--- config.mk ---
export PLATFORM = sky130hd
export DESIGN_NAME = irn_rotate
export DESIGN_NICKNAME = d
export VERILOG_FILES = /design/src/sv/assert_macros.svh /design/src/sv/irn_pkg.sv /design/src/sv/irn_rotate.sv
export SDC_FILE = /design/constraint.sdc
export NUM_CORES = 2
export LEC_CHECK = 0
export ABC_AREA = 1
export BUFFER_PORTS_ARGS = -buffer_cell sky130_fd_sc_hd__buf_4
export CORE_ASPECT_RATIO = 0.75
export CORE_MARGIN = 2
export CORE_UTILIZATION = 59
export CTS_CLUSTER_DIAMETER = 50
export CTS_CLUSTER_SIZE = 12
export DETAILED_ROUTE_END_ITERATION = 12
export GPL_TIMING_DRIVEN = 0
export PLACE_DENSITY = 0.86
export SYNTH_ARGS = -nofsm -noshare
export SYNTH_HDL_FRONTEND = slang
export SYNTH_SLANG_ARGS = --single-unit
--- constraint.sdc ---
create_clock -name clk -period 9.1 [get_ports clk]
set_input_delay 1.365 -clock clk [delete_from_list [all_inputs] [get_ports clk]]
set_output_delay 1.365 -clock clk [all_outputs]
set_load 0.02 [all_outputs]
--- src/sv/assert_macros.svh ---
// Assertion helpers shared by the RTL; empty in synthesis builds.
`ifndef ASSERT_MACROS_SVH
`define ASSERT_MACROS_SVH
`ifndef SYNTHESIS
`define ASSERT_IMPLY(label, clk, rst, ante, cons) \
  label: assert property (@(posedge clk) disable iff (rst) (ante) |-> (cons)) \
    else $error("assertion failed: implication");
`define ASSERT_NEXT(label, clk, rst, ante, cons) \
  label: assert property (@(posedge clk) disable iff (rst) (ante) |=> (cons)) \
    else $error("assertion failed: next-cycle implication");
`else
`define ASSERT_IMPLY(label, clk, rst, ante, cons)
`define ASSERT_NEXT(label, clk, rst, ante, cons)
`endif
`endif

--- src/sv/irn_pkg.sv ---
`timescale 1ns / 1ps
package irn_pkg;

  localparam int MAX_SIDE_DEF   = 256;
  localparam int PIXEL_BITS_DEF = 32;
  localparam int FRAC_BITS      = 14;
  localparam int CFG_ADDR_BITS  = 4;

  // register indexes (byte address bits [3:2])
  localparam logic [1:0] REG_IMAGE_SIZE  = 2'd0;
  localparam logic [1:0] REG_COS_ANGLE   = 2'd1;
  localparam logic [1:0] REG_SIN_ANGLE   = 2'd2;
  localparam logic [1:0] REG_TRANSPARENT = 2'd3;

  localparam logic [8:0]  IMAGE_SIZE_RST  = 9'd256;
  localparam logic [15:0] COS_ANGLE_RST   = 16'h4000;
  localparam logic [15:0] SIN_ANGLE_RST   = 16'h0000;
  localparam logic [31:0] TRANSPARENT_RST = 32'h0000_0000;

  localparam logic ACTION_LOAD  = 1'b0;
  localparam logic ACTION_QUERY = 1'b1;

  // configuration seen by the datapath; angles are Q2.14 two's complement
  typedef struct packed {
    logic [8:0]  image_size;
    logic [15:0] cos_angle;
    logic [15:0] sin_angle;
    logic [31:0] transparent_color;
  } cfg_t;

  // rotation stage status, aligned with the rotated read address
  typedef struct packed {
    logic valid;
    logic ok;
  } rot_t;

  // linear pixel index: row-major with a fixed row pitch
  function automatic logic [31:0] pix_index(input logic [15:0] r, input logic [15:0] c,
                                            input int side);
    return 32'(r) * 32'(side) + 32'(c);
  endfunction

endpackage

--- src/sv/irn_rotate.sv ---
`timescale 1ns / 1ps
module irn_rotate #(
  parameter int MAX_SIDE = irn_pkg::MAX_SIDE_DEF
) (
  input  logic                                   clk,
  input  logic                                   rst,
  input  logic                                   query,
  input  logic [7:0]                             row,
  input  logic [7:0]                             col,
  input  irn_pkg::cfg_t                          cfg,
  output logic [$clog2(MAX_SIDE*MAX_SIDE)-1:0]   rot_addr,
  output irn_pkg::rot_t                          rot
);

  localparam int AW = $clog2(MAX_SIDE * MAX_SIDE);
  localparam int SW = $clog2(MAX_SIDE + 1);
  localparam int CW = (SW > 9) ? SW : 9;
  localparam int TW = CW + 1;
  localparam int PW = TW + 16;
  localparam int QW = PW + 2;
  localparam logic signed [QW-1:0] ROUND = QW'((1 << irn_pkg::FRAC_BITS) - 1);
  localparam logic signed [QW-1:0] ZERO  = '0;

  // divide by 2^FRAC_BITS, truncating toward zero
  function automatic logic signed [QW-1:0] trunc_frac(input logic signed [QW-1:0] v);
    logic signed [QW-1:0] bias;
    bias = v[QW-1] ? ROUND : ZERO;
    return (v + bias) >>> irn_pkg::FRAC_BITS;
  endfunction

  logic [CW-1:0]          size_raw;
  logic [SW-1:0]          size0;
  logic [SW-1:0]          half0;
  logic                   in_image0;
  logic signed [TW-1:0]   tr0;
  logic signed [TW-1:0]   tc0;
  logic signed [15:0]     cos_s;
  logic signed [15:0]     sin_s;

  // clamp the side, center the destination coordinate
  always_comb begin
    cos_s     = $signed(cfg.cos_angle);
    sin_s     = $signed(cfg.sin_angle);
    size_raw  = CW'(cfg.image_size);
    size0     = (size_raw > CW'(MAX_SIDE)) ? SW'(MAX_SIDE) : SW'(cfg.image_size);
    half0     = size0 >> 1;
    in_image0 = (CW'(row) < CW'(size0)) && (CW'(col) < CW'(size0));
    tr0       = TW'(row) - TW'(half0);
    tc0       = TW'(col) - TW'(half0);
  end

  logic                 v1;
  logic                 in_image1;
  logic [SW-1:0]        size1;
  logic [SW-1:0]        half1;
  logic signed [PW-1:0] p_rc1;
  logic signed [PW-1:0] p_cs1;
  logic signed [PW-1:0] p_rs1;
  logic signed [PW-1:0] p_cc1;

  always_ff @(posedge clk) begin
    if (rst) begin
      v1 <= 1'b0;
    end else begin
      v1 <= query;
    end
  end

  // register the four products
  always_ff @(posedge clk) begin
    in_image1 <= in_image0;
    size1     <= size0;
    half1     <= half0;
    p_rc1     <= tr0 * cos_s;
    p_cs1     <= tc0 * sin_s;
    p_rs1     <= tr0 * sin_s;
    p_cc1     <= tc0 * cos_s;
  end

  logic signed [QW-1:0] sum_r;
  logic signed [QW-1:0] sum_c;
  logic signed [QW-1:0] half_s;
  logic signed [QW-1:0] size_s;
  logic signed [QW-1:0] rr;
  logic signed [QW-1:0] rc;

  // combine, truncate, recenter and range-check the source coordinate
  always_comb begin
    sum_r    = p_rc1 - p_cs1;
    sum_c    = p_rs1 + p_cc1;
    half_s   = QW'(half1);
    size_s   = QW'(size1);
    rr       = trunc_frac(sum_r) + half_s;
    rc       = trunc_frac(sum_c) + half_s;
    rot.valid = v1;
    rot.ok    = in_image1 && (rr > ZERO) && (rr < size_s) && (rc > ZERO) && (rc < size_s);
    rot_addr  = AW'(irn_pkg::pix_index(16'(rr[SW-1:0]), 16'(rc[SW-1:0]), MAX_SIDE));
  end

endmodule
==> results_dict.tcl <==
set metrics [dict create \
    status "complete, no violations" \
    clock_sinks 111 \
    synth_cell_types 49 \
    cts_tree "done" \
    rsz0062_at_grt "yes" \
    max_stage_delay_ns 0.93 \
    post_synth.cell_area_avg_um2 7.65 \
    yosys_warnings 0 \
    syn-instance-count 3716 \
    ys_async_sr_fraction_pct 0 \
    antenna_cells 0 \
    fp-row-count 69 \
    totalWireLength_mm 84.9 \
    maxSlewHeadroom_pct 22.2 \
    ant_nets 0 \
    fp.coreArea_um2 47500 \
    die_w_um 258 \
    grt_max_degree 18 \
    grt_pass1_vias 24900 \
    place_congestion 1.03 \
    n_fill_cell 4108 \
    maxSlewViolCount 0 \
    worstPathRequired_ns 9.38 \
    critPathKind "input pin to flip-flop" \
    yosys-top-cells-area "fa_1 (34%), ha_1 (15%), nand2_1 (11%), inv_1 (9.9%), dfxtp_1 (7.8%)" \
    synthesis.nets 4629 \
    grt_overflow 0 \
    cts_root_buffer "clkbuf_16" \
    clkSlewWorstSetupHoldPaths_ns 0.08 \
    cp_common_cell "fa_1" \
    final_common_cell "nand2_1" \
    initial_utilization_pct 59.9 \
    drive_gt1_share_pct 6.90 \
    multi_input_area_um2 23400 \
    max_cap_viol_count 0 \
    yosys.area.top_type_share_pct 33.9 \
    die_h_um 194 \
    max-clock-path-buffers 2 \
    path_max_fanout 10 \
    grtUsageTotal_pct 34.8 \
    yosys.area.top_type "fa_1" \
    dp.cells 4427 \
    hp-class "input pin to flip-flop" \
    die_area_um2 50000 \
    fin_cells 4452 \
    endpoint_kind "flip-flop" \
    post_drt_wl_per_cell_um 19.1 \
    grt_pass1_wl_mm 134 \
    syn_area_um2 28400 \
    routed-via-count 25000 \
    synth-seq-area-share_pct 7.81 \
    tightest_slew_ns 1.17 \
    crit_arrival_ns 9.15 \
    ios 110 \
    period_needed_ns 8.87 \
    final_util_pct 64.3 \
    drt-pass1-iter-count 7 \
    dpl.hpwl_mm 70.5 \
    area_growth_syn_to_layout_pct 7.29 \
    numCtsBuffers 9 \
    finalHoldViolCount 0 \
    nets 4722 \
    cpMaxStageDelayCell "clkbuf_1" \
    max_freq_mhz 113 \
    regArea_um2 2220 \
    drt_iter0_drc 2617 \
    period_share_pct 97.5 \
    hold_ws_ns 1.12 \
    ys.flop_type "dfxtp_1" \
    portBuffers 72 \
    viasPerCell 5.62 \
    drc 0 \
    ys_seq_elements 111 \
    synth-edff-count 0 \
    cts_htree_levels 3 \
    antenna_found_initial 2 \
    finalSetupViolCount 0 \
    crit_path_start_kind "input pin" \
    final_cell_mix "nand2_1 (833), inv_1 (745), fa_1 (482)" \
    hold_buffers 0 \
]
[registers in the layout, summed over array words and instances (netlist names)]
signal	count
p_rc1	25
size1	8
p_cc1	25
in_image1	1
v1	1
half1	1
p_rs1	25
p_cs1	25
[metrics by stage]
| stage | setup WS, ns | setup TNS [ns] | area, um^2 |
|---|---|---|---|
| after detailed placement | -1.40 | -27.41 | 29800 |
| final | 0.230 | 0 | 30500 |
| after floorplan | 0.527 | 0 | 28400 |
| after global placement | -1.23 | -18.20 | 29800 |
| after global routing | -0.0912 | -0.288 | 30500 |
| after CTS | -0.00103 | -0.00103 | 30200 |
[cell families (layout without fill, tap and decap cells)]
kind of cell,after synthesis,after routing,synth area share [%]
XOR/XNOR,147,147,4.61
AND/OR/NAND/NOR,1475,1475,21.3
flip-flops,111,111,7.81
buffers and inverters,849,946,11.2
adder cells (fa/ha/maj),821,821,48.8
AO/OA/AOI/OAI,313,313,6.17
[worst paths after layout]
check | start | endpoint | slack [ns] | depth (start not counted)
worst max-delay path | cfg[69] | p_cs1[23] | 0.23 | 35
worst min-delay path | rst | v1 | 1.12 | 2
[timing repair]
| action | CTS | global route |
|---|---|---|
| resized for setup | 47 | 94 |
| pin swaps | 3 | 9 |
| endpoints found under the setup margin | 35 | 32 |
| buffers inserted | 5 | 6 |
| endpoints found under the hold margin | 0 | 0 |
| cloned | 0 | 0 |
[layer usage]
layer / wire length (um) / track usage (%)
met5: 166 / 2.20
met4: 3930 / 13.5
met3: 12000 / 12.6
met2: 34200 / 49.6
met1: 34600 / 48.1
[Yosys cell counts, types with 5 or more instances]
library cell	instances
clkinv_1	10
nor2_1	383
o211ai_1	7
nor3_1	16
nor4_1	6
a21boi_0	8
fa_1	482
nand3b_1	8
clkbuf_1	79
nand4_1	43
o21bai_1	18
xor2_1	99
nand3_2	5
nor2_2	12
a21oi_1	171
nand2_1	846
nand3_1	103
a31oi_1	10
ha_1	339
o21ai_0	58
inv_1	747
xnor2_1	45
o21ai_1	7
o21a_1	6
a21o_1	11
or2_2	10
nand2_2	24
dfxtp_1	111
inv_2	9
and2_1	8
[area by class of cell]
type	instances	share of cell area (%)
Buffer	82	1.19
Clock buffer	10	0.783
Clock inverter	5	0.107
Inverter	766	9.45
Multi-Input combinational cell	2756	76.5
Sequential cell	111	7.28
Tap cell	639	2.62
Timing Repair Buffer	83	2.04
[critical path: cells and delay by family]
kind                       cells  cell delay [ns]
adders and majority gates      7             3.05
AOI/OAI and AO/OA             11             1.70
and+or+nand+nor                9             1.47
buffers and inverters          7             1.39
xor gates and xnor gates       1             0.14
Power is not shown: default switching activity piles up to over one toggle a cycle in this logic, so the estimate is an artifact.
