$ cat src/sv/assert_macros.svh
// Assertion helpers shared by the RTL; empty in synthesis builds.
`ifndef ASSERT_MACROS_SVH
`define ASSERT_MACROS_SVH
`ifndef SYNTHESIS
`define ASSERT_IMPLY(label, clk, rst, ante, cons) \
  label: assert property (@(posedge clk) disable iff (rst) (ante) |-> (cons)) \
    else $error("assertion failed: implication");
`define ASSERT_NEXT(label, clk, rst, ante, cons) \
  label: assert property (@(posedge clk) disable iff (rst) (ante) |=> (cons)) \
    else $error("assertion failed: next-cycle implication");
`else
`define ASSERT_IMPLY(label, clk, rst, ante, cons)
`define ASSERT_NEXT(label, clk, rst, ante, cons)
`endif
`endif

$ cat src/sv/irn_pkg.sv
`timescale 1ns / 1ps
package irn_pkg;

  localparam int MAX_SIDE_DEF   = 256;
  localparam int PIXEL_BITS_DEF = 32;
  localparam int FRAC_BITS      = 14;
  localparam int CFG_ADDR_BITS  = 4;

  // register indexes (byte address bits [3:2])
  localparam logic [1:0] REG_IMAGE_SIZE  = 2'd0;
  localparam logic [1:0] REG_COS_ANGLE   = 2'd1;
  localparam logic [1:0] REG_SIN_ANGLE   = 2'd2;
  localparam logic [1:0] REG_TRANSPARENT = 2'd3;

  localparam logic [8:0]  IMAGE_SIZE_RST  = 9'd256;
  localparam logic [15:0] COS_ANGLE_RST   = 16'h4000;
  localparam logic [15:0] SIN_ANGLE_RST   = 16'h0000;
  localparam logic [31:0] TRANSPARENT_RST = 32'h0000_0000;

  localparam logic ACTION_LOAD  = 1'b0;
  localparam logic ACTION_QUERY = 1'b1;

  // configuration seen by the datapath; angles are Q2.14 two's complement
  typedef struct packed {
    logic [8:0]  image_size;
    logic [15:0] cos_angle;
    logic [15:0] sin_angle;
    logic [31:0] transparent_color;
  } cfg_t;

  // rotation stage status, aligned with the rotated read address
  typedef struct packed {
    logic valid;
    logic ok;
  } rot_t;

  // linear pixel index: row-major with a fixed row pitch
  function automatic logic [31:0] pix_index(input logic [15:0] r, input logic [15:0] c,
                                            input int side);
    return 32'(r) * 32'(side) + 32'(c);
  endfunction

endpackage

$ cat src/sv/irn_cfg.sv
`timescale 1ns / 1ps
module irn_cfg (
  input  logic                               clk,
  input  logic                               rst,
  input  logic                               psel,
  input  logic                               penable,
  input  logic                               pwrite,
  input  logic [irn_pkg::CFG_ADDR_BITS-1:0]  paddr,
  input  logic [31:0]                        pwdata,
  output logic [31:0]                        prdata,
  output logic                               pready,
  output irn_pkg::cfg_t                      cfg
);

  logic       wr;
  logic [1:0] idx;

  assign pready = 1'b1;
  assign idx    = paddr[3:2];
  assign wr     = psel && penable && pwrite;

  // update registers on a completed write transfer
  always_ff @(posedge clk) begin
    if (rst) begin
      cfg.image_size        <= irn_pkg::IMAGE_SIZE_RST;
      cfg.cos_angle         <= irn_pkg::COS_ANGLE_RST;
      cfg.sin_angle         <= irn_pkg::SIN_ANGLE_RST;
      cfg.transparent_color <= irn_pkg::TRANSPARENT_RST;
    end else if (wr) begin
      unique case (idx)
        irn_pkg::REG_IMAGE_SIZE:  cfg.image_size        <= pwdata[8:0];
        irn_pkg::REG_COS_ANGLE:   cfg.cos_angle         <= pwdata[15:0];
        irn_pkg::REG_SIN_ANGLE:   cfg.sin_angle         <= pwdata[15:0];
        irn_pkg::REG_TRANSPARENT: cfg.transparent_color <= pwdata;
      endcase
    end
  end

  // read back the addressed register
  always_comb begin
    unique case (idx)
      irn_pkg::REG_IMAGE_SIZE:  prdata = 32'(cfg.image_size);
      irn_pkg::REG_COS_ANGLE:   prdata = 32'(cfg.cos_angle);
      irn_pkg::REG_SIN_ANGLE:   prdata = 32'(cfg.sin_angle);
      irn_pkg::REG_TRANSPARENT: prdata = cfg.transparent_color;
    endcase
  end

endmodule

$ cat config.mk
export PLATFORM = sky130hd
export DESIGN_NAME = irn_cfg
export DESIGN_NICKNAME = d
export VERILOG_FILES = /design/src/sv/assert_macros.svh /design/src/sv/irn_pkg.sv /design/src/sv/irn_cfg.sv
export SDC_FILE = /design/constraint.sdc
export NUM_CORES = 1
export LEC_CHECK = 0
export BUFFER_PORTS_ARGS = -buffer_cell sky130_fd_sc_hd__buf_2
export CAP_MARGIN = 20
export CORE_ASPECT_RATIO = 1.25
export CORE_UTILIZATION = 45
export DETAILED_ROUTE_END_ITERATION = 7
export HOLD_SLACK_MARGIN = 0.12
export PLACE_DENSITY = 0.8
export SLEW_MARGIN = 20
export SYNTH_ARGS = -nofsm -noshare
export SYNTH_HDL_FRONTEND = slang
export SYNTH_SLANG_ARGS = --single-unit
$ cat constraint.sdc
create_clock -name clk -period 1.4 [get_ports clk]
set_input_delay 0.07 -clock clk [delete_from_list [all_inputs] [get_ports clk]]
set_output_delay 0.07 -clock clk [all_outputs]
set_load 0.005 [all_outputs]
==> metrics.yaml, run 1 <==
outcome:
  status: "complete, no violations"
floorplanning:
  die_area_um2: 8250
  initial_core_util: 0.474
  fp.dieH_um: 101
  die_w_um: 81.5
  fp-row-count: 35
  design.core.area_um2: 7490
  io_pins: 147
clocking:
  post_cts_resized: 0
  htree_levels: 3
  tritoncts: "built"
  clk_pin_slew_ps: 80
  clock_tree.buffer_depth: 2
  cts_inserted_buffers: 9
  worst_skew_pair.late_latency_ps: 350
  cts.root.buffer_cell: "sky130_fd_sc_hd__clkbuf_8"
  cts.sink_count: 73
layout:
  final_layout_size_suffix_gt1_frac: 0.359
  final_area_um2: 4930
  top_regs: "cfg x73"
  area_growth_syn_to_layout_pct: 38.7
  net_total_in_the_final_layout: 579
  layoutNonFillerInstCount: 635
  largest_register_ffs: 73
  insertedDiodeCount: 0
  biggest_register: "cfg"
route:
  antenna_left: 0
  wl_mm: 10.0
  drt_first_pass_iters: 4
  wire_per_inst_um: 15.7
  vias_per_cell: 5.22
  drt-initial-drc-count: 132
  num_vias: 3314
  post-route-drc-count: 0
sta:
  final.period_utilization: 0.970
  slew_viol_final: 0
  timing.final.hold_violations: 0
  fin_skew_ps: 0
  layout_min_cycle_time_ps: 1360
  timing_worst_slew_pin_value_ps: 582
  max_clock_freq_ghz: 0.736
  grt_setup_unrepaired: "false"
  max_slew_margin: 0.612
  tns_ps: 0
  setup_violations: 0
grt:
  globalRouteMet3Util: 0.0495
  grt.busiest_layer: "met2"
  first_global_vias: 3219
  grt_max_degree: 108
  grt.overflow.total: 0
  grt_use_met2: 0.432
  grt_util_met1: 0.287
  global_route_wire_length_before_repair_mm: 15.4
  grt_util_all_layers: 0.246
  antenna_found_initial: 0
setup_path:
  critical_path.startpoint_type: "register"
  timing_worst_setup_path_type: "reg -> out"
  cp_data_arrival_time_ps: 1290
  cp-end-kind: "primary output"
  origin_of_the_critical_flop_to_flop_path: "cfg[21]"
  startpoint: "cfg[72]"
  worst-path-max-fanout: 3
  worst_endpoint_required_time_ps: 1330
power:
  powerDensity_nw_per_um2: 908
  peakVddDrop_mv: 0.610
  p_leak_nw: 2.44
yosys:
  synth_sequential_area_ratio: 0.412
  synthesis.instances: 368
  mapped_cell_area_um2: 3550
  synth-seq-cells: 73
  yosys_warnings: 0
  postSynthAreaPerCell_um2: 9.65
  netlist-cell-type-count: 24
  synth_fp_nets: 409
placed_design:
  post-dp-hpwl_mm: 6.32
  detailed_place.area_um2: 4360
  routabilityCongestion: 0.772
  buffer_ports.inserted: 143
  post-place-cells: 585
hold_path:
  min_path_type: "in -> reg"
  hp-start: "penable"
run:
  maxCapViolCount: 0
[metrics by stage]
stage	setup WS [ps]	hold slack, ps	power [W]	util
6_report	41.4	161	0.00447	0.658
5_1_grt	7.13	188	0.00462	0.658
4_1_cts	24.8	160	0.00449	0.658
3_5_place_dp	118	338	0.00256	0.582
3_3_place_gp	163	331	0.00255	0.582
2_1_floorplan	296	223	0.00239	-
[repair_timing]
action / in CTS / in global routing
endpoints found under the hold margin: 73 / 0
buffers inserted: 0 / 0
hold buffers: 34 / 0
[layer usage]
layer  up-vias  routed length [um]  part of all wire
met5         -                   0                 0
met4         0                 194             0.019
met3        19                 555             0.056
met2       123                5090              0.51
met1      1575                4160              0.42
li1       1597                   -                 -
[worst max-delay path: stages (launching register included)]
cell and delay, ps:
sky130_fd_sc_hd__dfxtp_1 340, sky130_fd_sc_hd__mux4_2 460, sky130_fd_sc_hd__buf_2 140
[where the power goes]
part | switching [W] | internal [W] | leakage (nW)
combinational | 0.000221 | 0.000243 | 1.73
clock | 0.000791 | 0.00109 | 0.115
sequential | 0.0000198 | 0.00210 | 0.589
total | 0.00103 | 0.00344 | 2.44
[layout make-up]
| class | instances | area [um^2] |
|---|---|---|
| Clock buffer | 11 | 151 |
| Timing Repair Buffer | 193 | 1200 |
| Tap cell | 92 | 115 |
| Sequential cell | 73 | 1460 |
| Fill cell | 602 | 2560 |
| Clock inverter | 5 | 77.6 |
| Multi-Input combinational cell | 261 | 1920 |
[Yosys cell counts]
cell type	count	area share
sky130_fd_sc_hd__a22o_1	7	0.017
sky130_fd_sc_hd__and3_1	16	0.028
sky130_fd_sc_hd__mux2_2	7	0.022
sky130_fd_sc_hd__nand3_4	1	0.0049
sky130_fd_sc_hd__buf_6	1	0.0032
sky130_fd_sc_hd__or3_2	1	0.0021
sky130_fd_sc_hd__nor2_1	4	0.0042
sky130_fd_sc_hd__or3b_1	1	0.0025
sky130_fd_sc_hd__nor3b_1	1	0.0021
sky130_fd_sc_hd__or2_2	1	0.0018
sky130_fd_sc_hd__clkbuf_1	24	0.025
sky130_fd_sc_hd__nand2b_1	71	0.13
sky130_fd_sc_hd__nor3b_2	1	0.0035
sky130_fd_sc_hd__buf_2	2	0.0028
sky130_fd_sc_hd__nand2_1	1	0.0011
sky130_fd_sc_hd__buf_4	6	0.013
sky130_fd_sc_hd__conb_1	1	0.0011
sky130_fd_sc_hd__mux4_2	9	0.057
sky130_fd_sc_hd__nor2b_1	33	0.058
sky130_fd_sc_hd__dfxtp_1	73	0.41
sky130_fd_sc_hd__o21ai_0	64	0.090
sky130_fd_sc_hd__nand4_1	1	0.0018
sky130_fd_sc_hd__mux2i_1	41	0.12
sky130_fd_sc_hd__buf_12	1	0.0056
[final timing paths]
kind | cells past startpoint | end | slack [ps]
worst max-delay path | 2 | prdata[8] | 40
worst min-delay path | 3 | cfg[61] | 160
worst max register to register | 3 | cfg[21] | 600
worst min register to register | 2 | cfg[45] | 490
[cell families (layout without fill, tap and decap cells)]
kind of cell,after synthesis,after routing,share of synthesized area
buf+inv,34,209,0.0497
mux,57,57,0.195
compound gates,71,71,0.107
flops,73,73,0.412
other cells,1,1,0.00106
simple gates,132,132,0.235
[cells in the final DEF (no fill, tap or decap)]
master                          count
sky130_fd_sc_hd__buf_2            143
sky130_fd_sc_hd__o21ai_0           64
sky130_fd_sc_hd__mux2i_1           41
sky130_fd_sc_hd__or3b_1             1
sky130_fd_sc_hd__mux2_2             7
sky130_fd_sc_hd__mux4_2             9
sky130_fd_sc_hd__nand4_1            1
sky130_fd_sc_hd__nor3b_4            1
sky130_fd_sc_hd__dlygate4sd3_1     34
sky130_fd_sc_hd__bufinv_16          2
sky130_fd_sc_hd__nor2b_1           33
sky130_fd_sc_hd__or3_2              1
sky130_fd_sc_hd__nand2_1            1
sky130_fd_sc_hd__nand3_4            1
sky130_fd_sc_hd__and3_1            16
sky130_fd_sc_hd__clkbuf_8          11
sky130_fd_sc_hd__clkinvlp_4         1
sky130_fd_sc_hd__dfxtp_1           73
sky130_fd_sc_hd__buf_12             2
sky130_fd_sc_hd__or2_2              1
sky130_fd_sc_hd__nor2_1             4
sky130_fd_sc_hd__clkinv_2           2
sky130_fd_sc_hd__nor3b_1            1
sky130_fd_sc_hd__nand2b_1          71
sky130_fd_sc_hd__a22o_1             7
sky130_fd_sc_hd__conb_1             1
sky130_fd_sc_hd__buf_4             14
(Power assumes the default switching activity.)
==> run 2, diff against run 1 <==
Settings changed: REMOVE_ABC_BUFFERS set to 1.
==> run 2 against run 1 <==
Compared with the run above:
- via count fell by 0.97%
- fmax is 1.3% higher
- final cell count fell by 0.63%
- cell area shrank 1.4%
- global-route usage shrank 1.0 points
- non-clock buffer count is 4 lower
- die area is the same
- clock power fell by 14%
- largest power group unchanged
- sequential share of layout area up 0.41 points
==> metrics.yaml, run 2 (synthesized netlist as in run 1, its figures left out) <==
floorplanning:
  design.core.area_um2: 7490  # unchanged
  fp-row-count: 35  # unchanged
  fp.dieH_um: 101  # unchanged
  die_area_um2: 8250  # unchanged
  io_pins: 147  # unchanged
  initial_core_util: 0.474  # unchanged
  die_w_um: 81.5  # unchanged
placed_design:
  routabilityCongestion: 0.733  # -5.0%
  buffer_ports.inserted: 143  # unchanged
  post-place-ws_ps: 112  # -5.61 ps
  detailed_place.area_um2: 4340  # -0.34%
  post-dp-hpwl_mm: 5.99  # -5.3%
clocking:
  post_cts.repair.setup_buffers: 0  # unchanged
  clock_tree.buffer_depth: 2  # unchanged
  htree_levels: 3  # unchanged
  clk_pin_slew_ps: 80  # about the same
  worst_skew_pair.late_latency_ps: 340  # about the same
  tritoncts: "built"
  cts.root.buffer_cell: "sky130_fd_sc_hd__clkbuf_8"
  cts.sink_count: 73  # unchanged
  cts_inserted_buffers: 9  # unchanged
sta:
  grt_setup_unrepaired: "false"
  setup_violations: 0  # unchanged
  final_worst_setup_slack_ps: 59.0  # +17.6 ps
  final.period_utilization: 0.958  # -0.0126
  fin_skew_ps: 0  # unchanged
  timing.hold.ws_ps: 190  # +28.9 ps
  timing_worst_slew_pin_value_ps: 563  # -19.7 ps
  layout_min_cycle_time_ps: 1340  # -17.6 ps
  max_slew_margin: 0.625  # +0.0131
  timing.final.hold_violations: 0  # unchanged
  slew_viol_final: 0  # unchanged
  max_clock_freq_ghz: 0.746  # +1.3%
route:
  num_vias: 3282  # -0.97%
  wl_mm: 9.44  # -5.6%
  antenna_left: 0  # unchanged
  vias_per_cell: 5.20  # -0.34%
  drt-initial-drc-count: 86  # -35%
  post-route-drc-count: 0  # unchanged
  drt_first_pass_iters: 4  # unchanged
  wire_per_inst_um: 15.0  # -5.0%
power:
  internal-power_w: 0.00321  # -6.8%
  switchingPower_w: 0.000988  # -4.2%
  comb_power_share: 0.108  # +0.004
  p_leak_nw: 2.41  # -1.3%
  peakVddDrop_mv: 0.608  # -0.39%
  seq_power_share: 0.506  # +0.031
  power.switching_fraction: 0.236  # +0.00498
  powerDensity_nw_per_um2: 863  # -4.9%
  p_clk_frac: 0.386  # -0.036
  design_power_total_w: 0.00419  # -6.2%
layout:
  multi_input_comb_area_um2: 1920  # unchanged
  biggest_register: "cfg"
  final_area_um2: 4860  # -1.4%
  net_total_in_the_final_layout: 575  # -0.69%
  fillers: 616  # +2.3%
  layout.core_utilization: 0.649  # -0.00902
  largest_register_ffs: 73  # unchanged
  final_layout_size_suffix_gt1_frac: 0.356  # -0.00290
  area_growth_syn_to_layout_pct: 36.8
  insertedDiodeCount: 0  # unchanged
  layout.cells.most_common: "sky130_fd_sc_hd__buf_2"
  mostFrequentLayoutCells: "sky130_fd_sc_hd__buf_2, sky130_fd_sc_hd__dfxtp_1, sky130_fd_sc_hd__nand2b_1"
  top_regs: "cfg x73"
  seq_area_um2: 1460  # unchanged
setup_path:
  worst-path-max-fanout: 3  # unchanged
  timing_worst_setup_path_type: "reg -> out"
  worst_endpoint_required_time_ps: 1330  # about the same
  crit_path_cell_trace: "mux4_2 -> buf_2"
  slowest_stage: "sky130_fd_sc_hd__mux4_2"
  cp_data_arrival_time_ps: 1270  # -20 ps
  critical-path-max-stage-delay_ps: 460  # about the same
  critical_path.startpoint_type: "register"
  setup.reg_to_reg.worst_slack_ps: 620  # +20 ps
  cp-end-kind: "primary output"
grt:
  grt_util_all_layers: 0.236  # -0.0101
  antenna_found_initial: 0  # unchanged
  grt_max_degree: 108  # unchanged
  global_route_wire_length_before_repair_mm: 14.9  # -3.8%
  first_global_vias: 3093  # -3.9%
  grt.overflow.total: 0  # unchanged
run:
  maxCapViolCount: 0  # unchanged
hold_path:
  min_path_type: "in -> reg"
outcome:
  status: "complete, no violations"
==> run 2: stage by stage <==
step / cells / TNS (ps)
after CTS: 631 / 0
after floorplan: 334 / -729
after detailed placement: 583 / 0
after global routing: 631 / 0
final: 631 / 0
after global placement: 583 / 0
==> run 2: power by group through the flow <==
stage               Sequential (W)  Combinational [W]  Clock (W)
detailed placement         0.00217           0.000382          0
global placement           0.00217           0.000374          0
floorplan                  0.00217           0.000150          0
global route               0.00212           0.000492    0.00178
finish                     0.00212           0.000453    0.00162
CTS                        0.00212           0.000450    0.00166
==> run 2: worst max-delay path, delay by kind of cell, from the launching register on <==
| family | cells | cell delay (ps) |
|---|---|---|
| muxes | 1 | 460 |
| DFF | 1 | 340 |
| buffers and inverters | 1 | 140 |
==> run 2: cell type report <==
class / count / area share
clock buffers: 11 / 0.0291
clock inverters: 5 / 0.0113
multi-input cells: 261 / 0.395
flip-flops and latches: 73 / 0.301
well taps: 92 / 0.0237
repair buffers: 189 / 0.240
==> run 2: path summary, 6_finish.rpt <==
check	from	to	cells after the start
worst max-delay path	cfg[56]	prdata[8]	2
worst min-delay path	penable	cfg[63]	3
worst max register to register	cfg[18]	cfg[18]	3
worst min register to register	cfg[71]	cfg[71]	2
==> run 2: routing by layer <==
layer / wire [um] / part of all wire / global-route usage
met1: 3840 / 0.41 / 0.272
met4: 131 / 0.014 / 0.0852
met3: 539 / 0.057 / 0.0586
met5: 0 / 0 / 0
met2: 4930 / 0.52 / 0.416
==> run 2: timing repair <==
action / 4_1_cts / 5_1_grt
hold buffers: 32 / 0
endpoints found under the hold margin: 73 / 0
gates resized for setup: 0 / 0
==> run 3, diff against run 2 <==
--- a/config.mk
+++ b/config.mk
@@ -14,4 +14,5 @@
 export PLACE_DENSITY = 0.8
 export REMOVE_ABC_BUFFERS = 1
+export SETUP_SLACK_MARGIN = 0.1
 export SLEW_MARGIN = 20
 export SYNTH_ARGS = -nofsm -noshare
==> constraint.sdc (replaced) <==
create_clock -name clk -period 1.4 [get_ports clk]
set_input_delay 0.14 -clock clk [delete_from_list [all_inputs] [get_ports clk]]
set_output_delay 0.14 -clock clk [all_outputs]
set_load 0.005 [all_outputs]
==> run 3 against run 2 <==
Compared with the run above:
- non-clock buffer count increased by 23
- critical path depth unchanged
- setup slack worse by 56 ps
- clock skew unchanged
- routed wire length is 10% higher
- combinational power grew 4%
- sequential power is essentially flat
- worst hold slack lost 45 ps
- via count up 2.9%
- fmax fell by 4.0%
- utilization rose by 3.4 points
==> metrics.yaml, run 3 (synthesized netlist as in run 1, its figures left out) <==
clocking:
  htree_levels: 3  # unchanged
  tritoncts: "built"
  worst_skew_pair.late_latency_ps: 320  # -20 ps
  clock_tree.buffer_depth: 2  # unchanged
  clk_pin_slew_ps: 80  # about the same
  cts.sink_count: 73  # unchanged
  cts_inserted_buffers: 9  # unchanged
  cts.root.buffer_cell: "sky130_fd_sc_hd__clkbuf_8"
floorplanning:
  fp.dieH_um: 101  # unchanged
  initial_core_util: 0.474  # unchanged
  design.core.area_um2: 7490  # unchanged
  io_pins: 147  # unchanged
  die_area_um2: 8250  # unchanged
  fp-row-count: 35  # unchanged
  die_w_um: 81.5  # unchanged
setup_path:
  startpoint: "cfg[3]"
  origin_of_the_critical_flop_to_flop_path: "cfg[3]"
  cp_data_arrival_time_ps: 1260  # about the same
  cp_num_cells: 2  # unchanged
  worst_endpoint_required_time_ps: 1260  # -70 ps
  rr_worst_depth: 5  # +2
  cp_top_family: "multiplexers"
  slowest_stage: "sky130_fd_sc_hd__mux4_2"
  setup.reg_to_reg.worst_slack_ps: 400  # -220 ps
  timing.critical_path.buf_inv: 1  # unchanged
  critical_path.reg2reg.endpoint: "cfg[3]"
  critical-path-max-stage-delay_ps: 470  # about the same
  worst-path-max-fanout: 2  # -1
  timing_worst_setup_path_type: "reg -> out"
  cp-end-kind: "primary output"
  critical_path.startpoint_type: "register"
  crit_end: "prdata[3]"
  crit_path_cell_trace: "mux4_2 -> buf_6"
layout:
  final_layout_size_suffix_gt1_frac: 0.464  # +0.108
  insertedDiodeCount: 0  # unchanged
  area_growth_syn_to_layout_pct: 44.1
  seq_area_um2: 1510  # +3.3%
  multi_input_comb_area_um2: 1950  # +1.4%
  top_regs: "cfg x73"
  biggest_register: "cfg"
  fillers: 560  # -9.1%
  largest_register_ffs: 73  # unchanged
  mostFrequentLayoutCells: "sky130_fd_sc_hd__buf_2, sky130_fd_sc_hd__nand2b_1, sky130_fd_sc_hd__o21ai_0"
  net_total_in_the_final_layout: 598  # +4.0%
  layout.cells.most_common: "sky130_fd_sc_hd__buf_2"
placed_design:
  post-dp-hpwl_mm: 6.06  # +1.3%
  buffer_ports.inserted: 143  # unchanged
  post-place-ws_ps: 22.3  # -89.6 ps
  routabilityCongestion: 0.744  # +1.5%
power:
  p_leak_nw: 2.60  # +7.9%
  peakVddDrop_mv: 0.668  # +9.9%
  powerDensity_nw_per_um2: 841  # -2.6%
grt:
  grt.overflow.total: 0  # unchanged
  global_route_wire_length_before_repair_mm: 16.0  # +7.3%
  grt_util_met1: 0.285  # +0.0124
  grt_use_met2: 0.454  # +0.0385
  grt.busiest_layer: "met2"
  grt_util_all_layers: 0.256  # +0.0195
  globalRouteMet3Util: 0.0550  # -0.00360
  first_global_vias: 3333  # +7.8%
  antenna_found_initial: 0  # unchanged
  grt_max_degree: 108  # unchanged
route:
  num_vias: 3377  # +2.9%
  vias_per_cell: 5.16  # -0.72%
  wl_mm: 10.4  # +10%
  drt-initial-drc-count: 139  # +62%
  post-route-drc-count: 0  # unchanged
  wire_per_inst_um: 15.9  # +6.3%
  drt_first_pass_iters: 4  # unchanged
  antenna_left: 0  # unchanged
sta:
  final.period_utilization: 0.997  # +0.0397
  timing.final.hold_violations: 0  # unchanged
  layout_min_cycle_time_ps: 1400  # +55.5 ps
  fin_skew_ps: 0  # unchanged
  max_slew_margin: 0.582  # -0.0431
  slew_viol_final: 0  # unchanged
  grt_setup_unrepaired: "true"
  tns_ps: 0  # unchanged
  timing_worst_slew_pin_value_ps: 627  # +64.6 ps
  final_worst_setup_slack_ps: 3.51  # -55.5 ps
  max_clock_freq_ghz: 0.716  # -4.0%
  setup_violations: 0  # unchanged
hold_path:
  min_path_type: "in -> reg"
run:
  maxCapViolCount: 0  # unchanged
outcome:
  status: "complete, no violations"
## run 3: cell count changes in the layout (fill, tap and decap cells not counted), sizes merged
cell         delta
buf            +31
clkinvlp        -2
clkbuf          +3
dlygate4sd3     -8
clkinv          -1
## run 3: area by class of cell
cell class | count | area share
tap | 92 | 0.0225
timing repair buffer | 212 | 0.261
multi-input combinational | 261 | 0.380
sequential | 73 | 0.295
clock inverter | 2 | 0.00685
clock buffer | 14 | 0.0337
## run 3: power by group
part	internal (W)	switching, W
Clock	0.000970	0.000744
Combinational	0.000243	0.000225
Sequential	0.00210	0.0000178
Total	0.00332	0.000987
## run 3: per-layer routing
layer | part of all wire | up-vias
met5 | 0 | -
met4 | 0.015 | 0
met3 | 0.058 | 14
met2 | 0.53 | 126
met1 | 0.40 | 1602
li1 | - | 1635
## run 3: what timing repair did
action                                 CTS  global route
gates resized for setup                 43             4
setup endpoints to repair               16            16
setup buffers                           28             2
endpoints found under the hold margin   31             0
hold buffers                            24             0
## run 3: how the worst min path moves through the flow
stage	end	from	cells after the start	slack, ps
5_1_grt	cfg[36]	pwdata[4]	3	140
6_report	cfg[39]	pwdata[7]	3	140
3_3_place_gp	cfg[17]	pwdata[17]	3	400
4_1_cts	cfg[71]	pwdata[7]	3	130
2_1_floorplan	cfg[16]	pwdata[16]	2	290
3_5_place_dp	cfg[21]	pwdata[21]	3	410
## run 3: stage by stage
| step | hold WS, ps | total power, W | utilization | cells | area [um^2] |
|---|---|---|---|---|---|
| floorplan | 292 | 0.00232 | - | 334 | 3370 |
| global placement | 401 | 0.00255 | 0.582 | 584 | 4360 |
| detailed placement | 407 | 0.00256 | 0.582 | 584 | 4360 |
| CTS | 129 | 0.00433 | 0.680 | 652 | 5090 |
| global route | 137 | 0.00450 | 0.683 | 654 | 5120 |
| finish | 144 | 0.00430 | 0.683 | 654 | 5120 |
## run 3: worst min-delay path: stages
cell	delay, ps
sky130_fd_sc_hd__buf_2	70
sky130_fd_sc_hd__nand2b_1	90
sky130_fd_sc_hd__mux2i_1	130
